### config.mk
export PLATFORM = sky130hd
export DESIGN_NAME = quantized_group_dot_product
export DESIGN_NICKNAME = d
export VERILOG_FILES = /design/src/hdl/qgdp_pkg.sv /design/src/hdl/quantized_group_dot_product.sv /design/src/hdl/qgdp_lane.sv /design/src/hdl/qgdp_accum.sv /design/src/hdl/qgdp_row.sv
export VERILOG_INCLUDE_DIRS = /design/src /design/src/hdl
export SDC_FILE = /design/constraint.sdc
export NUM_CORES = 2
export LEC_CHECK = 0
export BUFFER_PORTS_ARGS = -buffer_cell sky130_fd_sc_hd__buf_2
export CORE_UTILIZATION = 48
export DETAILED_ROUTE_END_ITERATION = 8
export GPL_TIMING_DRIVEN = 0
export PLACE_DENSITY = 0.63
export SETUP_SLACK_MARGIN = 0.02
export SLEW_MARGIN = 20
export SYNTH_ARGS = -nofsm -noshare
export SYNTH_HDL_FRONTEND = slang
export SYNTH_SLANG_ARGS = --single-unit
### constraint.sdc
create_clock -name clk -period 7.4 [get_ports clk]
set_input_delay 0 -clock clk [delete_from_list [all_inputs] [get_ports clk]]
set_output_delay 0 -clock clk [all_outputs]
set_load 0.05 [all_outputs]
### src/hdl/quantized_group_dot_product_assert.svh
// ----------------------------------------------------------------------------
// quantized_group_dot_product assertion macros
// Concurrent check wrappers, compiled out when NO_ASSERTIONS is defined.
// ----------------------------------------------------------------------------
`ifndef QUANTIZED_GROUP_DOT_PRODUCT_ASSERT_SVH
`define QUANTIZED_GROUP_DOT_PRODUCT_ASSERT_SVH

`ifndef NO_ASSERTIONS
// condition that holds at every edge out of reset
`define QGDP_ASSERT_ALWAYS(label, expr, msg) \
  label: assert property (@(posedge clk) disable iff (rst) (expr)) else $error(msg);
// condition that forces a consequence at the following edge
`define QGDP_ASSERT_NEXT(label, ante, cons, msg) \
  label: assert property (@(posedge clk) disable iff (rst) (ante) |=> (cons)) else $error(msg);
`else
`define QGDP_ASSERT_ALWAYS(label, expr, msg)
`define QGDP_ASSERT_NEXT(label, ante, cons, msg)
`endif

`endif

### src/hdl/qgdp_pkg.sv
// ----------------------------------------------------------------------------
// qgdp_pkg
// Shared types and constants for the group-quantized dot product.
// ----------------------------------------------------------------------------
`default_nettype none

package qgdp_pkg;

  // weight format codes
  localparam logic [1:0] MODE_ASYM  = 2'd0;
  localparam logic [1:0] MODE_BIAS8 = 2'd1;
  localparam logic [1:0] MODE_INT8  = 2'd2;

  // configuration register indexes
  localparam int CFG_INDEX_W = 1;
  localparam int CFG_DATA_W  = 2;
  localparam logic [CFG_INDEX_W-1:0] CFG_FORMAT_MODE = 1'd0;
  localparam logic [CFG_INDEX_W-1:0] CFG_USE_GIVEN   = 1'd1;

  // datapath widths
  localparam int ACT_W   = 16;
  localparam int PROD_W  = 24;
  localparam int PART_W  = 40;
  localparam int XSUM_W  = 32;
  localparam int TOTAL_W = 64;

  // input beat
  typedef struct packed {
    logic        [7:0]  weight_byte;
    logic signed [15:0] act_lo;
    logic signed [15:0] act_hi;
    logic               hi_valid;
    logic signed [15:0] group_scale;
    logic signed [15:0] group_min;
    logic signed [31:0] given_xsum;
    logic               last_of_group;
    logic               last_of_row;
  } in_beat_t;

  // output beat
  typedef struct packed {
    logic signed [63:0] dot_result;
    logic               saturated;
  } out_beat_t;

  // lane products with the beat they came from
  typedef struct packed {
    logic signed [PROD_W-1:0] prod_lo;
    logic signed [PROD_W-1:0] prod_hi;
    in_beat_t                 beat;
  } lane_beat_t;

  // closed group handed to the row stage
  typedef struct packed {
    logic signed [PART_W-1:0] partial;
    logic signed [XSUM_W-1:0] xsum;
    logic signed [ACT_W-1:0]  scale;
    logic signed [ACT_W-1:0]  min_val;
    logic                     use_min;
    logic                     sat;
    logic                     last_of_row;
  } close_beat_t;

endpackage

`default_nettype wire

### src/hdl/quantized_group_dot_product.sv
// ----------------------------------------------------------------------------
// quantized_group_dot_product
// Path to out_valid: lane, close, multiply, contribution and output registers.
// Throughput: one weight beat per cycle; the input stalls only while a
// group-closing beat waits behind a full output register.
// Reset clears the group and row accumulators and sets format_mode and
// use_given_xsum to zero.
// ----------------------------------------------------------------------------
`default_nettype none

module quantized_group_dot_product (
  input  wire logic                                clk,
  input  wire logic                                rst,
  input  wire logic                                in_valid,
  output logic                                     in_stall,
  input  wire qgdp_pkg::in_beat_t                  in_data,
  output logic                                     out_valid,
  input  wire logic                                out_stall,
  output qgdp_pkg::out_beat_t                      out_data,
  input  wire logic                                cfg_we,
  input  wire logic [qgdp_pkg::CFG_INDEX_W-1:0]    cfg_index,
  input  wire logic [qgdp_pkg::CFG_DATA_W-1:0]     cfg_data
);

`include "quantized_group_dot_product_assert.svh"

  logic [1:0]                  format_mode;
  logic                        use_given_xsum;

  logic                        s1_valid;
  qgdp_pkg::in_beat_t          s1_reg;
  logic                        s1_load;
  logic                        s1_take;
  logic                        hi_keep;
  qgdp_pkg::lane_beat_t        lane_beat;

  logic                        close_valid;
  logic                        close_ready;
  qgdp_pkg::close_beat_t       close;

  // configuration registers
  always_ff @(posedge clk) begin
    if (rst) begin
      format_mode    <= qgdp_pkg::MODE_ASYM;
      use_given_xsum <= 1'b0;
    end else if (cfg_we) begin
      unique case (cfg_index)
        qgdp_pkg::CFG_FORMAT_MODE: format_mode    <= cfg_data;
        qgdp_pkg::CFG_USE_GIVEN:   use_given_xsum <= cfg_data[0];
      endcase
    end
  end

  // lane stage beat
  assign in_stall = s1_valid && !s1_take;
  assign s1_load  = in_valid && !in_stall;
  assign hi_keep  = in_data.hi_valid && (format_mode == qgdp_pkg::MODE_ASYM
                                         || format_mode == qgdp_pkg::MODE_BIAS8);

  always_ff @(posedge clk) begin
    if (rst) begin
      s1_valid <= 1'b0;
    end else if (!in_stall) begin
      s1_valid <= in_valid;
    end
  end

  always_ff @(posedge clk) begin
    if (s1_load) begin
      s1_reg <= in_data;
    end
  end

  // low nibble or whole byte
  qgdp_lane u_lane_lo (
    .clk  (clk),
    .load (s1_load),
    .code (in_data.weight_byte),
    .mode (format_mode),
    .keep (1'b1),
    .act  (in_data.act_lo),
    .prod (lane_beat.prod_lo)
  );

  // high nibble
  qgdp_lane u_lane_hi (
    .clk  (clk),
    .load (s1_load),
    .code ({4'b0, in_data.weight_byte[7:4]}),
    .mode (format_mode),
    .keep (hi_keep),
    .act  (in_data.act_hi),
    .prod (lane_beat.prod_hi)
  );

  assign lane_beat.beat = s1_reg;

  qgdp_accum u_accum (
    .clk         (clk),
    .rst         (rst),
    .mode        (format_mode),
    .use_given   (use_given_xsum),
    .lane_valid  (s1_valid),
    .lane        (lane_beat),
    .lane_take   (s1_take),
    .close_valid (close_valid),
    .close       (close),
    .close_ready (close_ready)
  );

  qgdp_row u_row (
    .clk         (clk),
    .rst         (rst),
    .close_valid (close_valid),
    .close       (close),
    .close_ready (close_ready),
    .out_valid   (out_valid),
    .out_stall   (out_stall),
    .out_data    (out_data)
  );

  // only a group-closing beat can back up the input
  `QGDP_ASSERT_ALWAYS(a_stall_only_on_close, !in_stall || (s1_valid && (s1_reg.last_of_group || s1_reg.last_of_row)), "input stalled by a non-closing beat")
  // a lane beat that is not taken stays put
  `QGDP_ASSERT_NEXT(a_lane_hold, s1_valid && !s1_take, s1_valid && $stable(s1_reg), "lane beat lost while waiting")
  // a closed group that is not taken stays put
  `QGDP_ASSERT_NEXT(a_close_hold, close_valid && !close_ready, close_valid && $stable(close), "closed group lost while waiting")

endmodule

`default_nettype wire

### src/hdl/qgdp_lane.sv
// ----------------------------------------------------------------------------
// qgdp_lane
// One weight lane: decodes a nibble or byte and registers weight * activation.
// ----------------------------------------------------------------------------
`default_nettype none

module qgdp_lane (
  input  wire logic                               clk,
  input  wire logic                               load,
  input  wire logic [7:0]                         code,
  input  wire logic [1:0]                         mode,
  input  wire logic                               keep,
  input  wire logic signed [qgdp_pkg::ACT_W-1:0]  act,
  output logic signed [qgdp_pkg::PROD_W-1:0]      prod
);

  logic signed [8:0]                    weight;
  logic signed [qgdp_pkg::PROD_W:0]     prod_full;

  // weight decode per format
  always_comb begin
    unique case (mode)
      qgdp_pkg::MODE_ASYM:  weight = $signed({5'b0, code[3:0]});
      qgdp_pkg::MODE_BIAS8: weight = $signed({5'b0, code[3:0]}) - 9'sd8;
      default:              weight = $signed({code[7], code});
    endcase
    if (!keep) begin
      weight = '0;
    end
  end

  // magnitude stays within 2^22, the top bit is only sign
  assign prod_full = (qgdp_pkg::PROD_W+1)'(weight) * (qgdp_pkg::PROD_W+1)'(act);

  always_ff @(posedge clk) begin
    if (load) begin
      prod <= prod_full[qgdp_pkg::PROD_W-1:0];
    end
  end

endmodule

`default_nettype wire

### src/hdl/qgdp_accum.sv
// ----------------------------------------------------------------------------
// qgdp_accum
// Merges the lane products into the saturating group partial and activation
// sum, and hands each closed group to the row stage.
// ----------------------------------------------------------------------------
`default_nettype none

module qgdp_accum (
  input  wire logic                  clk,
  input  wire logic                  rst,
  input  wire logic [1:0]            mode,
  input  wire logic                  use_given,
  input  wire logic                  lane_valid,
  input  wire qgdp_pkg::lane_beat_t  lane,
  output logic                       lane_take,
  output logic                       close_valid,
  output qgdp_pkg::close_beat_t      close,
  input  wire logic                  close_ready
);

  localparam int PW = qgdp_pkg::PART_W;
  localparam int XW = qgdp_pkg::XSUM_W;

  logic signed [PW-1:0]         part;
  logic signed [XW-1:0]         xsum;
  logic                         grp_sat;

  logic                         closing;
  logic signed [qgdp_pkg::PROD_W:0] prod_sum;
  logic signed [PW:0]           part_sum;
  logic signed [PW-1:0]         part_next;
  logic                         part_ovf;
  logic                         acc_act;
  logic signed [XW+1:0]         xsum_sum;
  logic signed [XW-1:0]         xsum_next;
  logic                         xsum_ovf;
  logic                         grp_sat_next;
  qgdp_pkg::close_beat_t        close_next;

  assign closing   = lane.beat.last_of_group || lane.beat.last_of_row;
  assign lane_take = lane_valid && (!closing || !close_valid || close_ready);

  // merge the lanes and clamp the group partial
  always_comb begin
    prod_sum = (qgdp_pkg::PROD_W+1)'(lane.prod_lo) + (qgdp_pkg::PROD_W+1)'(lane.prod_hi);
    part_sum = (PW+1)'(part) + (PW+1)'(prod_sum);
    part_ovf = part_sum[PW] != part_sum[PW-1];
    if (part_ovf) begin
      part_next = part_sum[PW] ? {1'b1, {(PW-1){1'b0}}} : {1'b0, {(PW-1){1'b1}}};
    end else begin
      part_next = part_sum[PW-1:0];
    end
  end

  // activation sum, asymmetric format only, unless the given sum is used
  always_comb begin
    acc_act  = (mode == qgdp_pkg::MODE_ASYM) && !use_given;
    xsum_sum = (XW+2)'(xsum) + (XW+2)'(lane.beat.act_lo)
             + (lane.beat.hi_valid ? (XW+2)'(lane.beat.act_hi) : '0);
    xsum_ovf = 1'b0;
    xsum_next = xsum;
    if (acc_act) begin
      if (xsum_sum > (XW+2)'(signed'({1'b0, {(XW-1){1'b1}}}))) begin
        xsum_ovf  = 1'b1;
        xsum_next = {1'b0, {(XW-1){1'b1}}};
      end else if (xsum_sum < (XW+2)'(signed'({1'b1, {(XW-1){1'b0}}}))) begin
        xsum_ovf  = 1'b1;
        xsum_next = {1'b1, {(XW-1){1'b0}}};
      end else begin
        xsum_next = xsum_sum[XW-1:0];
      end
    end
    grp_sat_next = grp_sat || part_ovf || xsum_ovf;
  end

  // closed group beat
  always_comb begin
    close_next.partial     = part_next;
    close_next.xsum        = use_given ? lane.beat.given_xsum : xsum_next;
    close_next.scale       = lane.beat.group_scale;
    close_next.min_val     = lane.beat.group_min;
    close_next.use_min     = mode == qgdp_pkg::MODE_ASYM;
    close_next.sat         = grp_sat_next;
    close_next.last_of_row = lane.beat.last_of_row;
  end

  // group accumulators and close handoff
  always_ff @(posedge clk) begin
    if (rst) begin
      part        <= '0;
      xsum        <= '0;
      grp_sat     <= 1'b0;
      close_valid <= 1'b0;
    end else begin
      if (close_valid && close_ready) begin
        close_valid <= 1'b0;
      end
      if (lane_take) begin
        if (closing) begin
          part        <= '0;
          xsum        <= '0;
          grp_sat     <= 1'b0;
          close_valid <= 1'b1;
        end else begin
          part    <= part_next;
          xsum    <= xsum_next;
          grp_sat <= grp_sat_next;
        end
      end
    end
  end

  always_ff @(posedge clk) begin
    if (lane_take && closing) begin
      close <= close_next;
    end
  end

endmodule

`default_nettype wire

### src/hdl/qgdp_row.sv
// ----------------------------------------------------------------------------
// qgdp_row
// Scales each closed group, adds the min term and folds it into the
// saturating row total; emits the row result into the output register.
// ----------------------------------------------------------------------------
`default_nettype none

module qgdp_row (
  input  wire logic                   clk,
  input  wire logic                   rst,
  input  wire logic                   close_valid,
  input  wire qgdp_pkg::close_beat_t  close,
  output logic                        close_ready,
  output logic                        out_valid,
  input  wire logic                   out_stall,
  output qgdp_pkg::out_beat_t         out_data
);

  localparam int PW  = qgdp_pkg::PART_W;
  localparam int XW  = qgdp_pkg::XSUM_W;
  localparam int AW  = qgdp_pkg::ACT_W;
  localparam int TW  = qgdp_pkg::TOTAL_W;
  localparam int MAW = PW + AW;
  localparam int MBW = XW + AW;
  localparam int CW  = MAW + 1;

  // multiply stage
  logic                   m_valid;
  logic signed [MAW-1:0]  m_prod_a;
  logic signed [MBW-1:0]  m_prod_b;
  logic                   m_sat;
  logic                   m_eor;

  // contribution stage
  logic                   c_valid;
  logic signed [CW-1:0]   c_contrib;
  logic                   c_sat;
  logic                   c_eor;

  // row accumulator
  logic signed [TW-1:0]   row_total;
  logic                   row_sat;

  logic                   out_free;
  logic                   c_drain;
  logic                   c_ready;
  logic                   m_ready;
  logic signed [TW:0]     row_sum;
  logic                   row_ovf;
  logic signed [TW-1:0]   row_total_next;
  logic                   row_sat_next;

  // back-pressure chain
  assign out_free    = !out_valid || !out_stall;
  assign c_drain     = c_valid && (!c_eor || out_free);
  assign c_ready     = !c_valid || c_drain;
  assign m_ready     = !m_valid || c_ready;
  assign close_ready = m_ready;

  // saturating row add
  always_comb begin
    row_sum = (TW+1)'(row_total) + (TW+1)'(c_contrib);
    row_ovf = row_sum[TW] != row_sum[TW-1];
    if (row_ovf) begin
      row_total_next = row_sum[TW] ? {1'b1, {(TW-1){1'b0}}} : {1'b0, {(TW-1){1'b1}}};
    end else begin
      row_total_next = row_sum[TW-1:0];
    end
    row_sat_next = row_sat || c_sat || row_ovf;
  end

  // control and row state
  always_ff @(posedge clk) begin
    if (rst) begin
      m_valid   <= 1'b0;
      c_valid   <= 1'b0;
      out_valid <= 1'b0;
      row_total <= '0;
      row_sat   <= 1'b0;
    end else begin
      if (m_ready) begin
        m_valid <= close_valid;
      end
      if (c_ready) begin
        c_valid <= m_valid;
      end
      if (out_valid && !out_stall) begin
        out_valid <= 1'b0;
      end
      if (c_drain) begin
        if (c_eor) begin
          row_total <= '0;
          row_sat   <= 1'b0;
          out_valid <= 1'b1;
        end else begin
          row_total <= row_total_next;
          row_sat   <= row_sat_next;
        end
      end
    end
  end

  // datapath registers
  always_ff @(posedge clk) begin
    if (m_ready && close_valid) begin
      m_prod_a <= MAW'($signed(close.partial)) * MAW'($signed(close.scale));
      m_prod_b <= close.use_min ? MBW'($signed(close.min_val)) * MBW'($signed(close.xsum))
                                : '0;
      m_sat    <= close.sat;
      m_eor    <= close.last_of_row;
    end
    if (c_ready && m_valid) begin
      c_contrib <= CW'(m_prod_a) + CW'(m_prod_b);
      c_sat     <= m_sat;
      c_eor     <= m_eor;
    end
    if (c_drain && c_eor) begin
      out_data.dot_result <= row_total_next;
      out_data.saturated  <= row_sat_next;
    end
  end

endmodule

`default_nettype wire
Word-level counts from Yosys, hierarchy flattened
Cells that the tools add are included.
Cells by class
  add/sub/neg operators: 8
  multipliers: 4
  $lt $le $gt $ge: 2
  equality and inequality tests: 3
  mux-type cells: 26
  bitwise gates (word level): 1
  reduce and logical (&&, ||, !) cells: 36
Operators by type and width (count)
  $mux 64: 3
  $mux 32: 5
  $mux 40: 3
  $add 64x57->65: 1
  $add 56x48->57: 1
  $mul 40x16->56: 1
  $mul 16x32->48: 1
  $mul 9x16->24: 2
  $add 40x25->41: 1
  $add 34x34->34: 1
  $gt 34x32->1 const B: 1
  $lt 34x32->1 const B: 1
  $mux 34: 1
  $add 32x16->33: 1
  $add 24x24->25: 1
  $mux 9: 2
  $pmux 9 s2: 1
  $logic_or 1x1->1: 12
  $logic_and 1x1->1: 11
  $mux 1: 11
  $logic_not 1->1: 10
  $sub 4x4->5 const B: 2
  $reduce_and 2->1: 2
  $eq 2x1->1 const B: 1
  3 further kinds: 4
Storage, ports and cells
  register bits after elaboration: 630
  input bits: 115
  output and inout bits: 67
  word-level logic and storage cells: 118

Logic depth before layout (Yosys ltp)
  depth in word-level cells: 12
  gate-level depth with buffers: 28

By module
From an unflattened synthesis, not the netlist that was laid out.
Second synthesis, totals
  cells, all modules: 8908
  area total of the unflattened synthesis: 84593.6 µm²
Modules (own cells, without submodules)
  qgdp_row: times used 1, cells each 6240, area each 56704.4 µm²
  qgdp_accum: times used 1, cells each 1431, area each 13359.1 µm²
  qgdp_lane: times used 2, cells each 555, area each 5561.6 µm²
  quantized_group_dot_product: times used 1, cells each 127, area each 3407.0 µm²

Worst setup path before layout
Ideal clock, no wire load.
  path type: flip-flop to flip-flop
  start: register u_row.out_valid
  end: register s1_reg (netlist bit lane_beat[0]), enable pin
  library setup time: 656 ps
  arrival: 7552 ps
  required time: 6744 ps
  setup slack: -808 ps
  cell stages (with the launch flop): 9
  period minus slack after synthesis: 8208 ps
  cells stage by stage: dfxtp_1 -> nand3_1 -> nor2_1 -> and2_1 -> nand2_1 -> nor2_1 -> nand2_1 -> inv_1 -> nor2_1
On the way
  word-level cells in the longest chain between the ends: 12
Ends and longest elaborated chain
  start, declared: RTL line qgdp_row.sv:14  | output logic out_valid,
  start signal, assigned: RTL line qgdp_row.sv:77  | out_valid <= 1'b0;
  start signal, assigned: RTL line qgdp_row.sv:88  | out_valid <= 1'b0;
  start signal, assigned: RTL line qgdp_row.sv:94  | out_valid <= 1'b1;
  $logic_not 1->1: RTL line qgdp_row.sv:54  | assign out_free = !out_valid || !out_stall;
  $logic_or 1x1->1: RTL line qgdp_row.sv:54
  $logic_or 1x1->1: RTL line qgdp_row.sv:55  | assign c_drain = c_valid && (!c_eor || out_free);
  $logic_and 1x1->1: RTL line qgdp_row.sv:55
  $logic_or 1x1->1: RTL line qgdp_row.sv:56  | assign c_ready = !c_valid || c_drain;
  $logic_or 1x1->1: RTL line qgdp_row.sv:57  | assign m_ready = !m_valid || c_ready;
  $logic_or 1x1->1: RTL line qgdp_accum.sv:41  | assign lane_take = lane_valid && (!closing || !close_valid || close_ready);
  $logic_and 1x1->1: RTL line qgdp_accum.sv:41
  $logic_not 1->1: RTL line quantized_group_dot_product.sv:55  | assign in_stall = s1_valid && !s1_take;
  $logic_and 1x1->1: RTL line quantized_group_dot_product.sv:55
  net in_stall: RTL line quantized_group_dot_product.sv:15  | output logic in_stall,
  $logic_not 1->1
  $logic_and 1x1->1: RTL line quantized_group_dot_product.sv:56  | assign s1_load = in_valid && !in_stall;
  net s1_load: RTL line quantized_group_dot_product.sv:32  | logic s1_load;
  end signal, assigned: RTL line quantized_group_dot_product.sv:70  | s1_reg <= in_data;
  end, declared: RTL line quantized_group_dot_product.sv:31  | qgdp_pkg::in_beat_t s1_reg;
The timed path passes the listed nets, and every way through them passes these cells.
A chain may end at the register's enable or synchronous reset.

Worst setup path after layout
  start: register u_accum.close[51] (netlist name)
  end: register u_row.m_prod_b[45], data pin
On the way
  word-level cells in the longest chain between the ends: 1
Ends and longest elaborated chain
  $mul 16x32->48: RTL line qgdp_row.sv:107  | m_prod_b <= close.use_min ? MBW'($signed(close.min_val)) * MBW'($signed(close.xsum))
  end signal, assigned: RTL line qgdp_row.sv:107
  end, declared: RTL line qgdp_row.sv:30  | logic signed [MBW-1:0] m_prod_b;
No other way between the ends.

==> metrics.txt <==
status finished, final reports clean; distinct cell type count of the synthesized netlist 89; Worst Setup EP u_row.m_prod_b[45]$_SDFFCE_PN0P_; Seq/Total Area, Yosys 21.2%; largest net degree at the start of global routing 66; cell repeated most along the worst path fa_1; Critical Path Max Stage Delay 630 ps; Cell Area, Placed 0.0864 mm2; die height 416 um; reg-to-reg endpoint u_row.m_prod_b[45]$_SDFFCE_PN0P_; footprint of the multi-input gates 0.0585 mm2; H-tree depth 3; worst-path maximum fanout 10; first-pass GRT wire length 374000 um; final instance area 0.0925 mm2; DRC Markers 0; max cap viols 0; Site Rows 151; Die ar. 0.173 mm2; Die X 416 um; R2R Setup Slk 190 ps; launch point of the worst path u_accum.close[51]$_DFFE_PP_; FF-to-FF path depth 23; asr flop ratio synth 0%; Reg area 0.0175 mm2; final hold viol count 0; Fillers 15200; Core Region 0.170 mm2; Sink Count 630; worst hold slack 76.5 ps; met1 Track Usage GR 37.5%; Startpoint Class flop; Achievable Freq 0.139 GHz; CTS tree built; Area Overhead vs Synth 12.3%; crit path cell chain buf_6 -> nand2_1 -> fa_1 -> inv_1 -> fa_1 -> inv_1 -> fa_1 -> fa_1 -> fa_1 -> inv_1 -> fa_1 -> ha_1 -> and4_1 -> o21ai_1 -> nor2_1 -> a211oi_2 -> o31ai_4 -> a21oi_2 -> o21ai_1 -> nand2_1 -> a21oi_2 -> o221ai_2 -> mux2i_4; vias in the first global route 65100; IO Port Bufs 181; Synth area leaders fa_1 (33%), edfxtp_1 (18%), ha_1 (8.6%); met2 Use GR 45.7%; Final nets 11100; Post-synth EDFFs 484; Setup Crit Path Kind reg2reg; Mapped Avg Cell Area 9.63 um2; Post-DRT Antenna Nets 0; grt total ovfl 0; Mapped Area 0.0824 mm2; dpl hpwl 195000 um; GRT Resource Usage Total 28.2%; clock tree root buffer cell clkbuf_16; met3 Use GR 5.33%; clk slew on worst S/H paths 60 ps; Worst Hold Class in2reg; hold depth 2; largest area contributor in the netlist fa_1; final weighted congestion in routability-driven placement 0.992; worst reg2reg path startpoint u_accum.close[51]$_DFFE_PP_; required time of the critical path 7900 ps; Yosys top cell area share 33.0%; Worst path slowest cell edfxtp_1; drt wl/cell 21.0 um; proportion of layout cells with a drive suffix above 1 7.65%; setup violators final 0; Starting Density 48.5%; Iter 0 DRT Violations 4669; Syn Inst Count 8550; Vias/cell 5.49; CP Capture Type flop; Skew-Pair Late Insertion Delay 730 ps; Ports 182; CTS Buf Count 76; predominant post-synthesis flop cell edfxtp_1; Synth warnings 0; Routed WL 239000 um; RSZ-0062 raised after global routing true; Slew HR 21.4%; Tcrit/Tclk final 97.5%; Worst Path Arrival 7710 ps; Worst Skew 52.8 ps; Syn Nets 10600; Tightest Pin Transition 1180 ps; TritonRoute pass-1 iters 6; #FFs+latches synth 630; Tmin final 7210 ps; Final Max Slew Viols 0; vias 62600; initial antenna violation count 12; gr busiest metal met2; clk buf depth 3
[state kept, by name, indices dropped and copies added, names as in the netlist, 2 cells and up]
name / cells
u_accum.close: 107
u_row.c_contrib: 57
format_mode: 2
u_row.m_prod_b: 48
u_row.out_data: 65
u_row.row_total: 64
u_accum.xsum: 32
u_row.m_prod_a: 56
u_accum.part: 40
u_lane_lo.prod: 24
lane_beat: 99
u_lane_hi.prod: 24
[critical path, delay by kind of cell, from the launching register on]
family,cells,cell delay [ps]
compound gates,7,1440
mux,1,450
simple gates,4,590
flops,1,630
fa+ha+maj,7,3470
buf+inv,4,400
[cell families after synthesis]
logic type                 synth area share, %
adders and majority gates                 41.9
buffers and inverters                     8.17
DFF                                       21.2
and+or+nand+nor                           14.3
AOI/OAI and AO/OA                         10.8
muxes                                   0.0988
xor gates and xnor gates                  3.57
[final cells by class]
| cell class | count | share of cell area, % |
|---|---|---|
| Antenna cell | 8 | 0.0217 |
| Buffer | 350 | 2.05 |
| Clock buffer | 86 | 2.14 |
| Clock inverter | 55 | 0.637 |
| Inverter | 1423 | 5.79 |
| Multi-Input combinational cell | 6138 | 63.3 |
| Sequential cell | 630 | 18.9 |
| Tap cell | 2218 | 3.00 |
| Timing Repair Buffer | 485 | 4.22 |
[cell usage after synthesis (9+ instances only)]
| library cell | count |
|---|---|
| a31oi_1 | 35 |
| o21a_1 | 46 |
| and2_1 | 483 |
| nor3_1 | 63 |
| o31ai_1 | 42 |
| nand2_1 | 1160 |
| a21o_1 | 252 |
| and3_1 | 73 |
| o31a_1 | 9 |
| nor2_1 | 288 |
| ha_1 | 567 |
| a211o_1 | 10 |
| xnor2_1 | 226 |
| fa_1 | 1359 |
| clkbuf_1 | 323 |
| xor2_1 | 110 |
| dfxtp_1 | 146 |
| maj3_1 | 21 |
| nand2b_1 | 144 |
| o21bai_1 | 59 |
| or3_1 | 19 |
| or2_2 | 10 |
| a211oi_1 | 36 |
| buf_2 | 20 |
| nor2b_1 | 59 |
| a21oi_1 | 405 |
| nand3_1 | 78 |
| o21ai_0 | 276 |
| a221o_1 | 29 |
| edfxtp_1 | 484 |
| a31o_2 | 9 |
| o211ai_1 | 40 |
| nor3b_1 | 17 |
| a221oi_1 | 12 |
| inv_1 | 1423 |
| a41oi_1 | 9 |
| nand4_1 | 39 |
| buf_1 | 14 |
[layer usage]
metal  routed length [um]  share of wire (%)
met3                20100                8.4
met2               111000                 46
met5                   46              0.019
met1                98600                 41
met4                 9650                4.0
[through the flow]
step           std cells  setup TNS (ps)  utilization (%)  worst slack [ps]
2_1_floorplan       8550               0                -               613
3_3_place_gp       10900          -99140             50.7             -1470
3_5_place_dp       11000          -25370             50.9             -1530
4_1_cts            11300               0             54.0              25.1
5_1_grt            11400           -53.3             54.4             -53.3
6_report           11400               0             54.4               186
[cell usage in the layout (no fill, tap or decap), types with 41 or more instances in the layout]
| cell | n |
|---|---|
| a21o_1 | 252 |
| a21oi_1 | 399 |
| and2_1 | 482 |
| and3_1 | 73 |
| buf_2 | 211 |
| buf_4 | 129 |
| clkbuf_1 | 168 |
| clkbuf_16 | 77 |
| clkbuf_2 | 60 |
| dfxtp_1 | 145 |
| dlygate4sd3_1 | 181 |
| edfxtp_1 | 484 |
| fa_1 | 1356 |
| ha_1 | 559 |
| inv_1 | 1420 |
| nand2_1 | 1160 |
| nand2b_1 | 142 |
| nand3_1 | 78 |
| nor2_1 | 284 |
| nor2b_1 | 55 |
| nor3_1 | 63 |
| o21a_1 | 46 |
| o21ai_0 | 270 |
| o21bai_1 | 59 |
| o31ai_1 | 41 |
| xnor2_1 | 223 |
| xor2_1 | 110 |
[repair_timing]
action	4_1_cts	5_1_grt
setup buffers	58	50
pin swaps	0	4
gates resized for setup	228	222
hold buffers	181	0
setup endpoints to repair	59	46
hold endpoints to repair	169	0
[worst min path at each step]
stage / startpoint / end / slack (ps)
final: in_data[89] / lane_beat[89]$_DFFE_PP_ / 80
after global routing: in_data[89] / lane_beat[89]$_DFFE_PP_ / 60
after CTS: in_data[89] / lane_beat[89]$_DFFE_PP_ / 30
after detailed placement: in_data[52] / lane_beat[52]$_DFFE_PP_ / 180
after global placement: in_data[53] / lane_beat[53]$_DFFE_PP_ / 180
after floorplan: in_data[0] / lane_beat[0]$_DFFE_PP_ / 100
Power is not shown: default switching activity piles up to over one toggle a cycle in this logic, so the estimate is an artifact.
